===== config.mk =====
export PLATFORM = sky130hd
export DESIGN_NAME = kcd_ctrl
export DESIGN_NICKNAME = d
export VERILOG_FILES = /design/src/rtl/kcd_pkg.sv /design/src/rtl/kcd_ctrl.sv
export SDC_FILE = /design/constraint.sdc
export NUM_CORES = 1
export LEC_CHECK = 0
export ABC_AREA = 1
export BUFFER_PORTS_ARGS = -buffer_cell sky130_fd_sc_hd__buf_2
export CORE_AREA = 8 8 45 47
export DETAILED_ROUTE_END_ITERATION = 10
export DIE_AREA = 0 0 53 55
export PLACE_DENSITY_LB_ADDON = 0.25
export SLEW_MARGIN = 20
export SYNTH_ARGS = -nofsm -noshare
export SYNTH_HDL_FRONTEND = slang
export SYNTH_SLANG_ARGS = --single-unit

===== constraint.sdc =====
create_clock -name clk -period 1.3 [get_ports clk]
set_clock_uncertainty 0.1 [all_clocks]
set_input_delay 0.195 -clock clk [delete_from_list [all_inputs] [get_ports clk]]
set_output_delay 0.195 -clock clk [all_outputs]
set_load 0.02 [all_outputs]

===== src/rtl/kcd_pkg.sv =====
// ----------------------------------------------------------------------------
// kcd_pkg
// Shared types and codes for the key chord detector: opcodes, report codes,
// controller states and the command/status bundles between the controller
// and the datapath.
// ----------------------------------------------------------------------------
`default_nettype none

package kcd_pkg;

  // Input opcodes
  typedef enum logic [2:0] {
    OP_KEY_DOWN = 3'd0,
    OP_KEY_UP   = 3'd1,
    OP_CLEAR    = 3'd2,
    OP_ADD_KEY  = 3'd3,
    OP_QUERY    = 3'd4
  } kcd_op_t;

  // Report kinds
  typedef enum logic [1:0] {
    EV_ACTIVATED   = 2'd0,
    EV_DEACTIVATED = 2'd1,
    EV_REPLY       = 2'd2
  } kcd_ev_t;

  // Query reply status
  typedef enum logic [1:0] {
    STAT_INACTIVE = 2'd0,
    STAT_ACTIVE   = 2'd1,
    STAT_UNREG    = 2'd2
  } kcd_stat_t;

  // Controller states
  typedef enum logic [2:0] {
    ST_IDLE,
    ST_SCAN_RD,
    ST_SCAN_EVAL,
    ST_ADD_RD,
    ST_ADD_WR,
    ST_FLUSH
  } kcd_state_t;

  // Input and output transaction widths
  localparam int IN_TDATA_W  = 16;
  localparam int OUT_TDATA_W = 8;

  // Most reports one input transaction can produce; later ones are dropped
  localparam int MAX_RESULTS = 16;

  // Controller -> datapath
  typedef struct packed {
    logic accept;    // input transaction taken this cycle
    logic scan_adv;  // move to next slot, read it
    logic commit;    // apply current slot's result
    logic flush;     // push pending report out as the final one
    logic add_wr;    // write back slot mask for add key
    logic use_slot;  // mask read address is the latched slot
  } kcd_cmd_t;

  // Datapath -> controller
  typedef struct packed {
    logic in_scan;    // offered item is an in-range key down or key up
    logic in_add;     // offered item is an in-range add key
    logic in_query;   // offered item is a query
    logic hit;        // current slot changes state and reports
    logic pend_valid; // a report is held back
    logic out_free;   // output register can take a transaction
    logic idx_last;   // scan index is at the last slot
  } kcd_sts_t;

endpackage

`default_nettype wire


===== src/rtl/kcd_ctrl.sv =====
// ----------------------------------------------------------------------------
// kcd_ctrl
// Sequencer: takes one item, runs the slot scan or the add-key
// read-modify-write, and flushes the final report.
// ----------------------------------------------------------------------------
`default_nettype none

module kcd_ctrl (
  input  wire logic                clk,
  input  wire logic                rst,
  input  wire logic                s_tvalid,
  output logic                     s_tready,
  input  wire kcd_pkg::kcd_sts_t   sts,
  output kcd_pkg::kcd_cmd_t        cmd
);
  import kcd_pkg::*;

  kcd_state_t state, state_next;

  // State register
  always_ff @(posedge clk) begin
    if (rst) begin
      state <= ST_IDLE;
    end else begin
      state <= state_next;
    end
  end

  // Next state and commands
  always_comb begin
    state_next = state;
    cmd        = '0;
    s_tready   = 1'b0;
    unique case (state)
      ST_IDLE: begin
        s_tready = 1'b1;
        if (s_tvalid) begin
          cmd.accept = 1'b1;
          priority if (sts.in_scan)  state_next = ST_SCAN_RD;
          else if (sts.in_add)       state_next = ST_ADD_RD;
          else if (sts.in_query)     state_next = ST_FLUSH;
          else                       state_next = ST_IDLE;
        end
      end
      ST_SCAN_RD: begin
        state_next = ST_SCAN_EVAL;
      end
      ST_SCAN_EVAL: begin
        // a hit needs room for the held-back report
        if (!sts.hit || !sts.pend_valid || sts.out_free) begin
          cmd.commit = 1'b1;
          if (sts.idx_last) begin
            state_next = ST_FLUSH;
          end else begin
            cmd.scan_adv = 1'b1;
          end
        end
      end
      ST_ADD_RD: begin
        cmd.use_slot = 1'b1;
        state_next   = ST_ADD_WR;
      end
      ST_ADD_WR: begin
        cmd.use_slot = 1'b1;
        cmd.add_wr   = 1'b1;
        state_next   = ST_IDLE;
      end
      ST_FLUSH: begin
        if (!sts.pend_valid) begin
          state_next = ST_IDLE;
        end else if (sts.out_free) begin
          cmd.flush  = 1'b1;
          state_next = ST_IDLE;
        end
      end
      default: state_next = ST_IDLE;
    endcase
  end

endmodule

`default_nettype wire


# Word-level counts from Yosys, hierarchy flattened

Index checks and enable logic that the tools add are counted.

Flip-flop bits (word level): 3
Input bits: 10
Output and inout port bits: 7
Word-level logic and storage cells: 37

Eq/ne operators: 9
Mux-type cells: 20
Reduce and logical (&&, ||, !) cells: 7

Operators by type and width:

| cell                 | count |
|---|---|
| $mux W3              | 8 |
| $pmux W3 S5          | 1 |
| $mux W1              | 9 |
| $eq A3 B2 Y1 const B | 2 |
| $eq A3 B3 Y1 const B | 2 |
| $ne A2 B2 Y1 const B | 3 |
| $mux W2              | 2 |
| $reduce_and A4 Y1    | 1 |
| $eq A3 B1 Y1 const B | 1 |
| $logic_not A3 Y1     | 1 |
| $ne A3 B3 Y1 const B | 1 |
| $logic_not A1 Y1     | 2 |
| $logic_or A1 B1 Y1   | 2 |
| $reduce_or A2 Y1     | 1 |

# Logic depth before layout (Yosys ltp)

Word-level depth: 5
Mapped depth: 9
Gate-level depth less buffers: 9

# Worst setup path after synthesis

OpenSTA, ideal clock, no wires.

Path type: register -> output
Start: register state[2]
End: output cmd[4] in the netlist's numbering
Data arrival time: 1.115 ns
Required time: 1.005 ns
Setup slack: -0.110 ns
Stages on the path, launching flop included: 6
Path buffers: 0
Path through: dfxtp_1 > inv_2 > nand2_1 > nor2_1 > inv_1 > nor3_1

RTL lines:

| element                | RTL line       | RTL |
|---|---|---|
| start, declared        | kcd_ctrl.sv:18 | `kcd_state_t state, state_next;` |
| start signal, assigned | kcd_ctrl.sv:25 | `state <= state_next;` |
| end, declared          | kcd_ctrl.sv:14 | `output kcd_pkg::kcd_cmd_t cmd` |

==> results.sh <==
export IMPL_root_buffer="sky130_fd_sc_hd__clkbuf_4"
export IMPL_drt_iter0_drc=0
export IMPL_drv_max_cap_violation_count=0
export IMPL_number_of_distinct_library_cell_variants_in_the_gate_level_netlist_after_synthesis=12
export IMPL_finalCritPeriodShare_pct=109.2
export IMPL_gr_usage_met1_pct=5.455
export IMPL_num_antenna_cells=0
export IMPL_detailed_place_hpwl_um=722.8
export IMPL_synthAdderAreaFrac_pct=0
export IMPL_count_of_standard_cell_rows=14
export IMPL_worstSetupStartpoint="state[1]"
export IMPL_io_pin_count=17
export IMPL_timing_final_ws_setup_ns=-0.1192
export IMPL_synth_top_cell_area_share_pct=21.33
export IMPL_final_max_slew_viol_count=0
export IMPL_grt_use_total_pct=6.168
export IMPL_pin_count_of_the_biggest_net_entering_global_routing=7
export IMPL_place_gp_congestion=0.7195
export IMPL_yosysWarnings=0
export IMPL_worst_setup_path_end_kind="output pin"
export IMPL_cts_htree_levels=1
export IMPL_detail_route_antenna_nets=0
export IMPL_layout_top_registers="state: 3 flops"
export IMPL_hold_violations=0
export IMPL_cts_hold_buffers=0
export IMPL_global_route_wire_length_before_repair_um=1393
export IMPL_final_net_count=97
export IMPL_result_of_the_run="finished with violations"
export IMPL_drt_total_wl_um=1060
export IMPL_cts_path_max_buffers=2
export IMPL_synth_area_top_cells="sky130_fd_sc_hd__dfxtp_1 (21%), sky130_fd_sc_hd__nand2_1 (19%), sky130_fd_sc_hd__inv_1 (16%)"
export IMPL_period_needed_ns=1.419
export IMPL_syn_nets=65
export IMPL_power_static_leakage_nw=0.3454
export IMPL_die_y_um=55
export IMPL_top_register="state"
export IMPL_worst_endpoint_arrival_ns=1.12
export IMPL_cts_sink_count=3
export IMPL_cp_start_kind="register"
export IMPL_smallest_hold_slack_ns=0.02777
export IMPL_dpl_worst_slack_ns=0.04056
export IMPL_port_buffers=16
export IMPL_max_vdd_drop_mv=0.6323
export IMPL_numCtsBuffers=3
export IMPL_clk_pin_slew_ns=0.04
export IMPL_route_detailed_drc=0
export IMPL_synth_top_cell_by_area="sky130_fd_sc_hd__dfxtp_1"
export IMPL_layout_area_overhead_vs_synth_pct=118.7
export IMPL_met2_usage_pct=12.50
export IMPL_number_of_cells_in_the_design_after_placement=89
export IMPL_p_per_area_mw_per_mm2=2383
export IMPL_core_area_sq_mm=0.001384
export IMPL_post_synth_and_or_nand_nor_area_fraction_pct=54.22
export IMPL_worst_endpoint_required_ns=1.00
export IMPL_drive_above_1_share_pct=61.63
export IMPL_worst_r2r_startpoint="state[2]"
export IMPL_post_synth_cell_area_avg_sq_um=5.119
export IMPL_grt_use_met3_pct=1.070
export IMPL_number_of_global_route_vias_before_repair=394
export IMPL_finalInstanceArea_sq_um=615.6
export IMPL_rsz0062_at_grt="true"
export IMPL_totalNegativeSetupSlack_ns=-0.5299
export IMPL_hold_class="input port to register"
export IMPL_violations="negative setup slack"
export IMPL_fmaxAchievable_mhz=704.6
export IMPL_routedWlPerCell_um=10.39
export IMPL_grt_overflow=0
export IMPL_clock_latency_ns=0.23
export IMPL_drt_vias_per_instance=4.216
export IMPL_fp_dieW_um=53
export IMPL_critical_path_slowest_cell="sky130_fd_sc_hd__dfxtp_4"
export IMPL_max_slew_margin_pct=88.07
export IMPL_yosys_area_share_xor_xnor_pct=0
export IMPL_worst_path_cell_chain="buf_6 > nor4_4 > buf_4"
export IMPL_crit_path_max_incr_delay_ns=0.35
export IMPL_detailed_place_area_sq_um=407.9
export IMPL_synth_compound_area_share_pct=5.778
export IMPL_ys_ff_latch=3
export IMPL_fillers=135
export IMPL_dieArea_sq_mm=0.002915
export IMPL_hp_start="rst"
export IMPL_fin_cells=102
export IMPL_route_vias_total=430
export IMPL_starting_density_pct=20.34
export IMPL_antenna_violations_before_repair=0
export IMPL_detailedRoute_firstPassIterationCount=1
export IMPL_tritoncts_clock_tree="yes"
export IMPL_netlist_instances=55
export IMPL_critPathKind="register to output pin"
export IMPL_largest_reg_flops=3
export IMPL_p_total_mw=1.467
export IMPL_tightestPinTransition_ns=0.1776
export IMPL_finalCoreUtilization_pct=44.48
export IMPL_proportion_of_synthesized_chip_area_in_sequential_cells_pct=21.33
export IMPL_muxShareOfSynthArea_pct=0
export IMPL_setup_viol_count_final=7
export IMPL_syn_cell_area_sq_um=281.5
export IMPL_global_route_peak_usage_layer="met2"
export IMPL_crit_path_max_fanout=4
export IMPL_combinational_family_with_the_most_area_after_synthesis="simple AND/OR/NAND/NOR gates"
==> cell usage in the layout (no fill, tap or decap), drive strengths merged <==
cell type   n
dfxtp       3
o22ai       1
buf        27
nor2       10
clkbuf      4
nor4        1
inv        14
a21oi       2
nand2      17
nor3        2
nand3       5
==> worst paths after layout <==
kind | to | slack, ns | cells after the start
worst min-delay path | state[0] | 0.03 | 2
worst max-delay path | cmd[2] | -0.12 | 3
worst min register to register | state[2] | 0.57 | 4
worst max register to register | state[0] | 0.03 | 9
==> per-layer routing <==
layer  vias to the layer above  share of wire [%]
met5                         -                  0
met4                         0                1.3
met3                         2                9.2
met2                        12                 54
met1                       186                 35
li1                        230                  -
==> kinds of logic after synthesis <==
group           count (synthesis)
simple gates                   35
flops                           3
buf+inv                        14
compound gates                  3
==> layout make-up <==
type / instances / area, sq um / share of cell area (%)
Clock buffer: 4 / 26.28 / 4.268
Inverter: 14 / 55.05 / 8.943
Multi-Input combinational cell: 38 / 242.7 / 39.43
Sequential cell: 3 / 68.82 / 11.18
Tap cell: 16 / 20.02 / 3.252
Timing Repair Buffer: 27 / 202.7 / 32.93
==> critical path: cells and delay by family (launching register included) <==
family / cells / cell delay [ns]
buffers and inverters: 2 / 0.30
flip-flops: 1 / 0.35
AND/OR/NAND/NOR: 1 / 0.24
==> cell usage after synthesis, drive strengths merged <==
library cell	instances
nand2	17
inv	14
dfxtp	3
nor3	2
nor4	1
a21oi	2
o22ai	1
nand3	5
nor2	10
==> repair_timing <==
item / CTS / global route
endpoints found under the setup margin: 7 / 9
resized for setup: 18 / 18
pin swaps: 4 / 7
gates cloned: 0 / 0
setup buffers: 5 / 4
==> report_power, final <==
part,internal (mW),switching (mW),leakage (nW)
logic,0.542,0.544,0.304
registers,0.147,0.0722,0.0264
clock network,0.115,0.0470,0.0150
Power figures use the tool's default switching activity.
